File: src/hw/rtl/pll_pkg.sv
package pll_pkg;

    localparam int PLL_CAPACITY = 16;
    localparam int VAL_W        = 32;
    localparam int FUNC_W       = 2;
    localparam int POS_W        = 5;
    localparam int STAT_W       = 2;
    localparam int CNT_OUT_W    = 5;

    typedef enum logic [FUNC_W-1:0] {
        FN_INSERT = 2'd0,
        FN_READ   = 2'd1,
        FN_REMOVE = 2'd2,
        FN_NONE   = 2'd3
    } t_func;

    typedef enum logic [STAT_W-1:0] {
        ST_OK      = 2'd0,
        ST_BAD_POS = 2'd1,
        ST_FULL    = 2'd2
    } t_status;

    typedef enum logic [3:0] {
        S_IDLE,
        S_CHECK,
        S_WALK,
        S_RD,
        S_RD2,
        S_RM,
        S_RM2,
        S_IN1,
        S_IN2,
        S_FIN
    } t_state;

    typedef struct packed {
        logic load_in;
        logic check;
        logic walk;
        logic walk_end;
        logic rd_issue;
        logic rd_capture;
        logic rm_issue;
        logic rm_commit;
        logic ins_alloc;
        logic ins_link;
        logic out_load;
    } t_cmd;

    typedef struct packed {
        t_func func;
        logic  reject;
        logic  steps_zero;
        logic  out_busy;
    } t_sts;

endpackage

File: src/hw/rtl/pll_ram.sv
module pll_ram #(
    parameter int WIDTH = 32,
    parameter int DEPTH = 16,
    localparam int AW = (DEPTH > 1) ? $clog2(DEPTH) : 1
) (
    input  logic             i_clk,
    input  logic             i_we,
    input  logic [AW-1:0]    i_waddr,
    input  logic [WIDTH-1:0] i_wdata,
    input  logic             i_re,
    input  logic [AW-1:0]    i_raddr,
    output logic [WIDTH-1:0] o_rdata
);

    logic [WIDTH-1:0] r_mem [DEPTH];
    logic [WIDTH-1:0] r_rdata;

    always_ff @(posedge i_clk) begin
        if (i_we) begin
            r_mem[i_waddr] <= i_wdata;
        end
        if (i_re) begin
            r_rdata <= r_mem[i_raddr];
        end
    end

    assign o_rdata = r_rdata;

endmodule

File: src/hw/rtl/pll_ctrl.sv
module pll_ctrl
    import pll_pkg::*;
(
    input  logic i_clk,
    input  logic i_rst_n,
    input  logic i_in_valid,
    output logic o_in_ready,
    input  t_sts i_sts,
    output t_cmd o_cmd
);

    t_state r_state;
    t_state n_state;

    always_ff @(posedge i_clk) begin
        if (!i_rst_n) begin
            r_state <= S_IDLE;
        end else begin
            r_state <= n_state;
        end
    end

    always_comb begin
        n_state = r_state;
        unique case (r_state)
            S_IDLE: begin
                if (i_in_valid) begin
                    n_state = S_CHECK;
                end
            end
            S_CHECK: begin
                if (i_sts.reject || i_sts.func == FN_NONE) begin
                    n_state = S_FIN;
                end else begin
                    n_state = S_WALK;
                end
            end
            S_WALK: begin
                if (i_sts.steps_zero) begin
                    unique case (i_sts.func)
                        FN_READ:   n_state = S_RD;
                        FN_REMOVE: n_state = S_RM;
                        FN_INSERT: n_state = S_IN1;
                        default:   n_state = S_FIN;
                    endcase
                end
            end
            S_RD:  n_state = S_RD2;
            S_RD2: n_state = S_FIN;
            S_RM:  n_state = S_RM2;
            S_RM2: n_state = S_FIN;
            S_IN1: n_state = S_IN2;
            S_IN2: n_state = S_FIN;
            S_FIN: begin
                if (!i_sts.out_busy) begin
                    n_state = S_IDLE;
                end
            end
            default: n_state = S_IDLE;
        endcase
    end

    always_comb begin
        o_cmd      = '0;
        o_in_ready = 1'b0;
        unique case (r_state)
            S_IDLE: begin
                o_in_ready    = 1'b1;
                o_cmd.load_in = i_in_valid;
            end
            S_CHECK: o_cmd.check = 1'b1;
            S_WALK: begin
                o_cmd.walk     = !i_sts.steps_zero;
                o_cmd.walk_end = i_sts.steps_zero;
            end
            S_RD:  o_cmd.rd_issue   = 1'b1;
            S_RD2: o_cmd.rd_capture = 1'b1;
            S_RM:  o_cmd.rm_issue   = 1'b1;
            S_RM2: o_cmd.rm_commit  = 1'b1;
            S_IN1: o_cmd.ins_alloc  = 1'b1;
            S_IN2: o_cmd.ins_link   = 1'b1;
            S_FIN: o_cmd.out_load   = !i_sts.out_busy;
            default: o_cmd = '0;
        endcase
    end

endmodule

File: src/hw/rtl/pll_dp.sv
module pll_dp
    import pll_pkg::*;
#(
    parameter int CAPACITY = PLL_CAPACITY
) (
    input  logic                        i_clk,
    input  logic                        i_rst_n,
    input  t_cmd                        i_cmd,
    output t_sts                        o_sts,
    input  logic [FUNC_W-1:0]           i_func,
    input  logic [POS_W-1:0]            i_position,
    input  logic signed [VAL_W-1:0]     i_value,
    input  logic                        i_out_ready,
    output logic                        o_out_valid,
    output logic signed [VAL_W-1:0]     o_read_value,
    output logic [STAT_W-1:0]           o_status,
    output logic [CNT_OUT_W-1:0]        o_element_count,
    output logic                        o_is_empty
);

    localparam int AW = $clog2(CAPACITY);
    localparam int LW = $clog2(CAPACITY + 1);
    localparam int CW = LW;
    localparam int SW = CW + 1;
    localparam int MW = ((CW > POS_W) ? CW : POS_W) + 1;
    localparam logic [LW-1:0] NIL = LW'(CAPACITY);

    // Transaction registers
    t_func              r_func;
    logic [POS_W-1:0]   r_pos;
    logic [VAL_W-1:0]   r_val;
    logic [POS_W-1:0]   r_steps;
    logic [LW-1:0]      r_cur;
    logic [LW-1:0]      r_prev;
    logic [AW-1:0]      r_node;
    logic [VAL_W-1:0]   r_rd;
    t_status            r_status;
    logic               r_pend;

    // List state
    logic [LW-1:0]      r_first;
    logic [CW-1:0]      r_count;
    logic [CW-1:0]      r_free_cnt;
    logic [CW-1:0]      r_free_min;

    // Result register
    logic               r_ovalid;
    logic [VAL_W-1:0]   r_out_rd;
    t_status            r_out_status;
    logic [CW-1:0]      r_out_count;

    logic [LW-1:0]      link_rdata;
    logic [VAL_W-1:0]   value_rdata;
    logic [AW-1:0]      free_rdata;

    logic [LW-1:0]      eff_cur;
    logic [CW-1:0]      top_cnt;
    logic [AW-1:0]      alloc_node;
    logic               top_fresh;
    logic [MW-1:0]      pos_ext;
    logic [MW-1:0]      cnt_ext;
    t_status            chk_status;

    logic               link_we;
    logic [AW-1:0]      link_waddr;
    logic [LW-1:0]      link_wdata;
    logic               link_re;
    logic [AW-1:0]      link_raddr;

    // While a link read is in flight, the walk pointer lives in the RAM output.
    assign eff_cur = r_pend ? link_rdata : r_cur;

    // Free-stack entries below the lowest fill level reached still hold their index.
    assign top_cnt    = r_free_cnt - 1'b1;
    assign top_fresh  = top_cnt < r_free_min;
    assign alloc_node = top_fresh ? top_cnt[AW-1:0] : free_rdata;

    assign pos_ext = MW'(r_pos);
    assign cnt_ext = MW'(r_count);

    always_comb begin
        chk_status = ST_OK;
        case (r_func) inside
            FN_INSERT: begin
                if (r_pos == '0 || pos_ext > cnt_ext + MW'(1)) begin
                    chk_status = ST_BAD_POS;
                end else if (r_free_cnt == '0) begin
                    chk_status = ST_FULL;
                end
            end
            FN_READ, FN_REMOVE: begin
                if (r_pos == '0 || pos_ext > cnt_ext) begin
                    chk_status = ST_BAD_POS;
                end
            end
            default: chk_status = ST_OK;
        endcase
    end

    assign o_sts.func       = r_func;
    assign o_sts.reject     = chk_status != ST_OK;
    assign o_sts.steps_zero = r_steps == '0;
    assign o_sts.out_busy   = r_ovalid && !i_out_ready;

    assign link_re    = (i_cmd.walk && eff_cur != NIL) || i_cmd.rm_issue;
    assign link_raddr = i_cmd.rm_issue ? r_cur[AW-1:0] : eff_cur[AW-1:0];

    always_comb begin
        link_we    = 1'b0;
        link_waddr = r_prev[AW-1:0];
        link_wdata = link_rdata;
        if (i_cmd.ins_alloc) begin
            link_we    = 1'b1;
            link_waddr = alloc_node;
            link_wdata = r_cur;
        end else if (i_cmd.ins_link) begin
            link_we    = r_prev != NIL;
            link_wdata = LW'(r_node);
        end else if (i_cmd.rm_commit) begin
            link_we    = r_prev != NIL;
        end
    end

    pll_ram #(
        .WIDTH (LW),
        .DEPTH (CAPACITY)
    ) u_link_ram (
        .i_clk   (i_clk),
        .i_we    (link_we),
        .i_waddr (link_waddr),
        .i_wdata (link_wdata),
        .i_re    (link_re),
        .i_raddr (link_raddr),
        .o_rdata (link_rdata)
    );

    pll_ram #(
        .WIDTH (VAL_W),
        .DEPTH (CAPACITY)
    ) u_value_ram (
        .i_clk   (i_clk),
        .i_we    (i_cmd.ins_alloc),
        .i_waddr (alloc_node),
        .i_wdata (r_val),
        .i_re    (i_cmd.rd_issue),
        .i_raddr (r_cur[AW-1:0]),
        .o_rdata (value_rdata)
    );

    pll_ram #(
        .WIDTH (AW),
        .DEPTH (CAPACITY)
    ) u_free_ram (
        .i_clk   (i_clk),
        .i_we    (i_cmd.rm_commit),
        .i_waddr (r_free_cnt[AW-1:0]),
        .i_wdata (r_cur[AW-1:0]),
        .i_re    (i_cmd.check),
        .i_raddr (top_cnt[AW-1:0]),
        .o_rdata (free_rdata)
    );

    always_ff @(posedge i_clk) begin
        if (!i_rst_n) begin
            r_pend     <= 1'b0;
            r_first    <= NIL;
            r_count    <= '0;
            r_free_cnt <= CW'(CAPACITY);
            r_free_min <= CW'(CAPACITY);
            r_ovalid   <= 1'b0;
        end else begin
            if (i_cmd.check) begin
                r_pend <= 1'b0;
            end
            if (i_cmd.walk) begin
                if (eff_cur == NIL) begin
                    r_pend <= 1'b0;
                end else begin
                    r_pend <= 1'b1;
                end
            end
            if (i_cmd.walk_end) begin
                r_pend <= 1'b0;
            end
            if (i_cmd.ins_alloc) begin
                r_free_cnt <= top_cnt;
                r_count    <= r_count + 1'b1;
                if (top_fresh) begin
                    r_free_min <= top_cnt;
                end
            end
            if (i_cmd.ins_link && r_prev == NIL) begin
                r_first <= LW'(r_node);
            end
            if (i_cmd.rm_commit) begin
                r_free_cnt <= r_free_cnt + 1'b1;
                r_count    <= r_count - 1'b1;
                if (r_prev == NIL) begin
                    r_first <= link_rdata;
                end
            end
            if (i_cmd.out_load) begin
                r_ovalid <= 1'b1;
            end else if (i_out_ready) begin
                r_ovalid <= 1'b0;
            end
        end
    end

    always_ff @(posedge i_clk) begin
        if (i_cmd.load_in) begin
            r_func <= t_func'(i_func);
            r_pos  <= i_position;
            r_val  <= i_value;
        end
        if (i_cmd.check) begin
            r_steps  <= r_pos;
            r_cur    <= NIL;
            r_status <= chk_status;
            r_rd     <= '0;
        end
        if (i_cmd.walk) begin
            r_prev  <= eff_cur;
            r_steps <= r_steps - 1'b1;
            if (eff_cur == NIL) begin
                r_cur <= r_first;
            end
        end
        if (i_cmd.walk_end) begin
            r_cur <= eff_cur;
        end
        if (i_cmd.rd_capture) begin
            r_rd <= value_rdata;
        end
        if (i_cmd.ins_alloc) begin
            r_node <= alloc_node;
        end
        if (i_cmd.out_load) begin
            r_out_rd     <= r_rd;
            r_out_status <= r_status;
            r_out_count  <= r_count;
        end
    end

    assign o_out_valid     = r_ovalid;
    assign o_read_value    = r_out_rd;
    assign o_status        = r_out_status;
    assign o_element_count = CNT_OUT_W'(r_out_count);
    assign o_is_empty      = r_out_count == '0;

    a_node_balance: assert property (@(posedge i_clk) disable iff (!i_rst_n)
        SW'(r_count) + SW'(r_free_cnt) == SW'(CAPACITY))
        else $error("element count and free count do not add up to capacity");

    a_free_min: assert property (@(posedge i_clk) disable iff (!i_rst_n)
        r_free_min <= r_free_cnt)
        else $error("free stack low mark above fill level");

    a_alloc_not_full: assert property (@(posedge i_clk) disable iff (!i_rst_n)
        i_cmd.ins_alloc |-> r_free_cnt != '0)
        else $error("node allocated from an empty free stack");

    a_cmd_exclusive: assert property (@(posedge i_clk) disable iff (!i_rst_n)
        $onehot0({i_cmd.walk, i_cmd.rd_issue, i_cmd.rm_issue, i_cmd.rm_commit,
                  i_cmd.ins_alloc, i_cmd.ins_link}))
        else $error("conflicting memory commands");

    a_result_after_load: assert property (@(posedge i_clk) disable iff (!i_rst_n)
        i_cmd.out_load |=> r_ovalid)
        else $error("result register not loaded");

endmodule

File: src/hw/rtl/positional_linked_list_top.sv
// Sequencing: a rejected or unused-code transaction goes from the check state to the
// result load; read, insert and remove first walk the list to the position, and the
// walk follows one link per cycle through the registered link memory.
// Throughput: one transaction in flight; the next is taken once its result is loaded.
// Reset: i_rst_n is synchronous, active low; it empties the list and refills the
// free stack at once, with no memory clearing pass.
module positional_linked_list_top
    import pll_pkg::*;
#(
    parameter int CAPACITY = PLL_CAPACITY
) (
    input  logic                    i_clk,
    input  logic                    i_rst_n,
    input  logic                    i_in_valid,
    output logic                    o_in_ready,
    input  logic [FUNC_W-1:0]       i_func,
    input  logic [POS_W-1:0]        i_position,
    input  logic signed [VAL_W-1:0] i_value,
    output logic                    o_out_valid,
    input  logic                    i_out_ready,
    output logic signed [VAL_W-1:0] o_read_value,
    output logic [STAT_W-1:0]       o_status,
    output logic [CNT_OUT_W-1:0]    o_element_count,
    output logic                    o_is_empty
);

    t_cmd cmd;
    t_sts sts;

    pll_ctrl u_ctrl (
        .i_clk      (i_clk),
        .i_rst_n    (i_rst_n),
        .i_in_valid (i_in_valid),
        .o_in_ready (o_in_ready),
        .i_sts      (sts),
        .o_cmd      (cmd)
    );

    pll_dp #(
        .CAPACITY (CAPACITY)
    ) u_dp (
        .i_clk           (i_clk),
        .i_rst_n         (i_rst_n),
        .i_cmd           (cmd),
        .o_sts           (sts),
        .i_func          (i_func),
        .i_position      (i_position),
        .i_value         (i_value),
        .i_out_ready     (i_out_ready),
        .o_out_valid     (o_out_valid),
        .o_read_value    (o_read_value),
        .o_status        (o_status),
        .o_element_count (o_element_count),
        .o_is_empty      (o_is_empty)
    );

endmodule
File: config.mk
export PLATFORM = sky130hd
export DESIGN_NAME = positional_linked_list_top
export DESIGN_NICKNAME = d
export VERILOG_FILES = /design/src/hw/rtl/pll_pkg.sv /design/src/hw/rtl/pll_ram.sv /design/src/hw/rtl/pll_ctrl.sv /design/src/hw/rtl/pll_dp.sv /design/src/hw/rtl/positional_linked_list_top.sv
export SDC_FILE = /design/constraint.sdc
export NUM_CORES = 1
export LEC_CHECK = 0
export BUFFER_PORTS_ARGS = -buffer_cell sky130_fd_sc_hd__buf_2
export CAP_MARGIN = 15
export CORE_MARGIN = 1
export CORE_UTILIZATION = 60
export CTS_CLUSTER_DIAMETER = 40
export DETAILED_ROUTE_END_ITERATION = 7
export HOLD_SLACK_MARGIN = 0.15
export PLACE_DENSITY = 0.75
export SETUP_SLACK_MARGIN = 0.5
export SYNTH_ARGS = -nofsm -noshare
export SYNTH_HDL_FRONTEND = slang
export SYNTH_HIERARCHICAL = 1
export SYNTH_SLANG_ARGS = --single-unit
File: constraint.sdc
create_clock -name i_clk -period 8 [get_ports i_clk]
set_input_delay 1.2 -clock i_clk [delete_from_list [all_inputs] [get_ports i_clk]]
set_output_delay 1.2 -clock i_clk [all_outputs]
set_load 0.01 [all_outputs]
==> results of run 1 <==
-- metrics by stage --
step / instances / power, uW / setup slack (ns) / util (%)
5_1_grt: 2539 / 10800 / 1.98 / 69.4
4_1_cts: 2537 / 10600 / 2.28 / 69.3
3_5_place_dp: 2357 / 6190 / 2.26 / 63.2
2_1_floorplan: 1620 / 5890 / 2.31 / -
6_report: 2539 / 10500 / 2.28 / 69.4
3_3_place_gp: 2357 / 6130 / 2.45 / 63.2
-- layout make-up --
| class | count | area (um2) | area share (%) |
|---|---|---|---|
| multi-input combinational | 671 | 7160 | 19.1 |
| sequential | 854 | 25300 | 67.7 |
| tap | 696 | 871 | 2.33 |
| clock buffer | 109 | 2520 | 6.75 |
| timing repair buffer | 112 | 663 | 1.77 |
| clock inverter | 71 | 766 | 2.05 |
| inverter | 26 | 97.6 | 0.261 |
-- cell usage in the layout, fill, tap and decap left out, types with 26 or more instances in the layout --
cell       instances
edfxtp_1         823
mux4_2           150
clkbuf_16         99
buf_2             84
nand2_1           74
a22oi_1           74
nor2_1            61
and2_1            33
dfxtp_1           29
buf_4             26
inv_1             26
nand3_1           26
-- path summary, 6_finish.rpt --
check | startpoint | to | cells past startpoint
setup / recovery | u_dp/r_free_cnt[0] | u_dp/u_value_ram/r_mem[1][19] | 10
hold / removal | u_dp/r_rd[14] | u_dp/o_read_value[14] | 0
setup reg to reg | u_dp/r_free_cnt[0] | u_dp/u_value_ram/r_mem[1][19] | 10
hold reg to reg | u_dp/r_rd[14] | u_dp/o_read_value[14] | 0
-- state kept, by name, summed over array words and instances, names as in the netlist, 2 cells and up --
signal	count
u_dp/r_rd	32
u_dp/r_status	2
u_dp/r_val	32
u_dp/r_first	5
u_dp/r_pos	5
u_dp/r_node	4
u_dp/r_steps	5
u_dp/o_status	2
u_dp/r_free_cnt	5
u_dp/r_prev	5
u_dp/u_link_ram/r_mem	80
u_dp/r_count	5
u_dp/r_cur	5
u_dp/o_read_value	32
u_dp/u_value_ram/r_mem	512
u_dp/u_free_ram/r_mem	64
u_dp/r_free_min	5
u_ctrl/r_state	4
u_dp/r_func	2
u_dp/u_link_ram/o_rdata	5
u_dp/o_element_count	5
u_dp/u_free_ram/o_rdata	4
u_dp/u_value_ram/o_rdata	32
-- where the power goes --
part | total [uW] | switching [uW] | internal, uW
sequential | 5660 | 284 | 5370
combinational | 433 | 301 | 131
clock | 4450 | 1810 | 2640
-- cells in the mapped netlist, types with 12 or more instances --
| cell | count | area, um2 |
|---|---|---|
| nor2_1 | 75 | 282 |
| a21oi_1 | 20 | 100 |
| inv_1 | 26 | 97.6 |
| nor3_1 | 23 | 115 |
| mux4_2 | 150 | 3380 |
| edfxtp_1 | 823 | 24700 |
| mux2_2 | 15 | 169 |
| nand3_1 | 26 | 130 |
| nor2b_1 | 14 | 87.6 |
| clkbuf_1 | 30 | 113 |
| buf_4 | 12 | 90.1 |
| mux2i_1 | 20 | 200 |
| a22oi_1 | 74 | 556 |
| nand2_1 | 74 | 278 |
| nand2b_1 | 13 | 81.3 |
| dfxtp_1 | 31 | 621 |
| o21ai_0 | 14 | 70.1 |
| mux4_1 | 14 | 368 |
| and2_1 | 35 | 219 |
| ha_1 | 23 | 288 |
-- routing by layer --
metal  vias up  GRT usage, %  share of wire, %
met5         -             0                 0
met4         0          7.15               1.8
met3        92          4.12               7.0
met2       757          41.7                51
met1      8376          35.0                41
li1       6898             -                 -
-- worst reg2reg max path, stage by stage, from the launching register on --
cell      delay [ns]
dfxtp_1         0.40
inv_1           0.77
ha_1            0.43
inv_1           0.56
ha_1            0.36
o211ai_1        0.14
o21ai_0         0.14
a21oi_1         0.50
mux2_2          0.48
or3b_2          0.62
nor2_4          0.91
-- kinds of logic after synthesis --
group / count (synthesis) / synth area share [%]
flops: 854 / 77.2
simple gates: 288 / 4.33
mux: 202 / 12.7
compound gates: 141 / 2.96
buf+inv: 95 / 1.45
fa+ha+maj: 24 / 0.938
xor+xnor: 16 / 0.427
==> results.cfg, run 1 <==
[routing]
firstDrtPassIters = 7
vias_per_cell = 6.35
ant_nets = 0
route.detailed.drc = 0
wire_per_inst_um = 26.7
drt-total-wl_mm = 67.8
drt_iter0_drc = 1669
vias = 16100

[sta]
maxSlewViolCount = 0
rsz0062_at_grt = false
holdWs_ns = 0.415
setup_viol_count_final = 0
min_period_ns = 5.72
hold_violations = 0
worst_slew_pin_slew_ns = 1.21
fin_tns_setup_ns = 0
timing.final.crit_share_pct = 71.5
fmax_mhz = 175
clock_skew_ns = 0.0243
slew_headroom_pct = 19.0

[critical_path]
cp-start-kind = flop
cp_max_fo = 32
endpoint_kind = flop
critPathTopFamily = simple AND/OR/NAND/NOR gates
critPathKind = reg -> reg
ff2ff_setup_slack_ns = 2.28
worstPathCellList = inv_1, ha_1, inv_1, ha_1, o211ai_1, o21ai_0, a21oi_1, mux2_2, or3b_2, nor2_4
required_ns = 8.24
arrival_ns = 5.96
crit_buf_inv = 2
cpPeakStageDelay_ns = 0.91
slowest_stage = nor2_4

[yosys]
ys_types = 57
postSynth.asyncResetShare_pct = 0
postSynthCellCount = 1620
yosysWarnings = 6
syn_area_per_cell_um2 = 20.2
synth_area_um2 = 32800
synth_edf_count = 823
yosys_most_used_dff = edfxtp_1
synthesis.nets = 1687
synth.yosys.seq_area_share_pct = 77.2
ys_seq_elements = 854

[min_path]
min_path_type = reg -> reg

[placed_design]
place_hpwl_mm = 37.0
io_buffers = 84
gp_congestion = 0.813
dpl_cell_area_um2 = 34100

[run]
drv_cap = 0

[floorplanning]
dieArea_um2 = 55600
start_util_pct = 60.8
die_w_um = 236
num_rows = 85
ios = 85
die_h_um = 236
core_um2 = 53900

[grt]
grtUsageTotal_pct = 25.1
antenna_found_initial = 1
grt_max_degree = 62
grt_pass1_wl_mm = 104
grt_overflow = 0
grt_pass1_vias = 16700

[clock_tree]
worst_skew_pair.late_latency_ns = 0.64
cts_resized = 0
ctsRootBufferMaster = clkbuf_16
htreeDepth = 3
postCtsHoldBufs = 0
numCtsBuffers = 97
clockBufferDepth = 3
clk_pin_slew_ns = 0.06
cts_sinks = 854
cts_setup_buffers = 0
tritoncts = yes

[final_layout]
drive_above_1_share_pct = 25.8
area_growth_pct = 14.1
n_antenna_cell = 0
fin_nets = 1829
fin_area_um2 = 37400
fillers = 3192

[status]
status = completed

[pwr]
peakVddDrop_v = 0.000212
leakage_uw = 0.0120
power_density_nw_per_um2 = 282
Note: power is estimated with default switching activity, not from simulation.
==> inputs of run 2 (changes only) <==
- clock period: 8 -> 6 ns (I/O delays scaled with it)
==> run 2 against run 1 <==
Net effect:
- clock-buffer cell count up 12
- final cell count up 0.87%
- flip-flop and latch count unchanged
- largest power group unchanged
- highest routed layer unchanged
==> results.cfg, run 2 (same netlist as run 1, synthesis figures left out) <==
[critical_path]
slowest_stage = xor2_1
arrival_ns = 5.11
r2r.worst_path.cells = 11
crit_buf_inv = 1
required_ns = 6.27
cp.depth = 11
ff2ff_setup_slack_ns = 1.16
critPathTopFamily = simple AND/OR/NAND/NOR gates
endpoint = u_dp/u_link_ram/r_mem[0][1]
worstReg2RegEnd = u_dp/u_link_ram/r_mem[0][1]
worstPathCellList = inv_1, ha_1, xor2_1, ha_1, o211ai_1, o21ai_0, a21oi_1, mux2_2, mux2_2, or3b_2, nor3_1
cp_max_fo = 11
cpPeakStageDelay_ns = 0.62
critPathKind = reg -> reg
endpoint_kind = flop
rr_startpoint = u_dp/r_free_cnt[0]
startpoint = u_dp/r_free_cnt[0]
cp-start-kind = flop

[grt]
grt_pass1_vias = 16800
grt_max_degree = 55
grtUsageTotal_pct = 24.8
grt_pass1_wl_mm = 102
antenna_found_initial = 1
grt_overflow = 0

[pwr]
power_density_nw_per_um2 = 378
leakage_uw = 0.0121
p_sw_share_pct = 23.0
clockPowerShare_pct = 42.8
power.internal_uw = 10900
peakVddDrop_v = 0.000278
p_sw_uw = 3270
power_frac_seq_pct = 53.1
comb_power_share_pct = 4.1

[final_layout]
top_regs = u_dp/u_value_ram/r_mem x512, u_dp/u_link_ram/r_mem x80, u_dp/u_free_ram/r_mem x64
layout_commonest_cell = edfxtp_1
fin_nets = 1846
fillers = 3213
fin_cells = 2561
utilization_pct = 69.7
n_antenna_cell = 0
drive_above_1_share_pct = 26.5
area_growth_pct = 14.6
largest-register = u_dp/u_value_ram/r_mem
largest_register_ffs = 512
final_cell_mix = 823 x edfxtp_1, 150 x mux4_2, 105 x clkbuf_16, 84 x buf_2

[clock_tree]
numCtsBuffers = 103
cts_resized = 0
worst_skew_pair.late_latency_ns = 0.66
ctsRootBufferMaster = clkbuf_16
cts_sinks = 854
tritoncts = yes
htreeDepth = 3
postCtsHoldBufs = 0
cts_setup_buffers = 0
clk_pin_slew_ns = 0.06
clockBufferDepth = 3

[sta]
clock_skew_ns = 0.0299
hold_violations = 0
setup_viol_count_final = 0
rsz0062_at_grt = false
slew_headroom_pct = 22.6
fmax_mhz = 207
timing.final.crit_share_pct = 80.6
maxSlewViolCount = 0
min_period_ns = 4.84
fin_tns_setup_ns = 0
worst_slew_pin_slew_ns = 1.15

[floorplanning]
dieArea_um2 = 55600
core_um2 = 53900
start_util_pct = 60.8
die_w_um = 236
ios = 85
num_rows = 85
die_h_um = 236

[routing]
vias = 16100
firstDrtPassIters = 5
route.detailed.drc = 0
vias_per_cell = 6.30
ant_nets = 0
drt_iter0_drc = 1506
wire_per_inst_um = 26.1
drt-total-wl_mm = 67.0

[min_path]
min_path_type = in -> reg

[run]
drv_cap = 0

[placed_design]
place_hpwl_mm = 37.3
dp.cells = 2370
gp_congestion = 0.853
io_buffers = 84

[status]
status = completed
==> run 2: changes by cell type in the layout (fill, tap and decap cells not counted), sizes merged <==
| cell | before | now |
|---|---|---|
| clkbuf | 109 | 121 |
| buf | 112 | 123 |
| clkinv | 35 | 40 |
| clkinvlp | 11 | 6 |
| bufinv | 10 | 7 |
| inv | 41 | 43 |
==> run 2: routing by layer <==
| metal | GRT usage [%] | up-vias | share of wire (%) |
|---|---|---|---|
| met3 | 5.39 | 139 | 7.9 |
| met2 | 40.0 | 745 | 50 |
| met5 | 0 | - | 0 |
| li1 | - | 6941 | - |
| met4 | 8.14 | 0 | 2.6 |
| met1 | 34.2 | 8317 | 40 |
==> run 2: worst min-delay path by stage <==
stage / start / endpoint / depth (start not counted)
6_report: i_value[10] / u_dp/r_val[10] / 1
5_1_grt: i_value[22] / u_dp/r_val[22] / 1
4_1_cts: i_value[22] / u_dp/r_val[22] / 1
3_5_place_dp: u_dp/r_rd[12] / u_dp/o_read_value[12] / 0
3_3_place_gp: u_dp/r_rd[6] / u_dp/o_read_value[6] / 0
2_1_floorplan: u_dp/r_rd[0] / u_dp/o_read_value[0] / 0
==> run 2: power by group through the flow <==
stage / combinational [uW] / sequential (uW) / clock [uW]
floorplan: 368 / 7480 / 0
global placement: 564 / 7630 / 0
detailed placement: 585 / 7670 / 0
CTS: 589 / 7550 / 6170
global route: 634 / 7600 / 6420
finish: 580 / 7550 / 6090
==> run 2: cell type report <==
class / count / area, um2 / share of cell area [%]
Clock inverter: 70 / 682 / 1.81
Tap cell: 696 / 871 / 2.32
Clock buffer: 121 / 2730 / 7.26
Timing Repair Buffer: 123 / 713 / 1.90
Multi-Input combinational cell: 671 / 7160 / 19.1
Sequential cell: 854 / 25300 / 67.4
Inverter: 26 / 97.6 / 0.260
==> run 2: metrics by stage <==
step / setup WS, ns / hold slack (ns) / area [um2] / power, uW
after CTS: 1.26 / 0.387 / 37600 / 14300
final: 1.16 / 0.412 / 37600 / 14200
after global placement: 1.50 / 0.401 / 34200 / 8190
after floorplan: 0.581 / 0.400 / 32800 / 7850
after global routing: 0.995 / 0.390 / 37600 / 14600
after detailed placement: 1.33 / 0.405 / 34200 / 8250
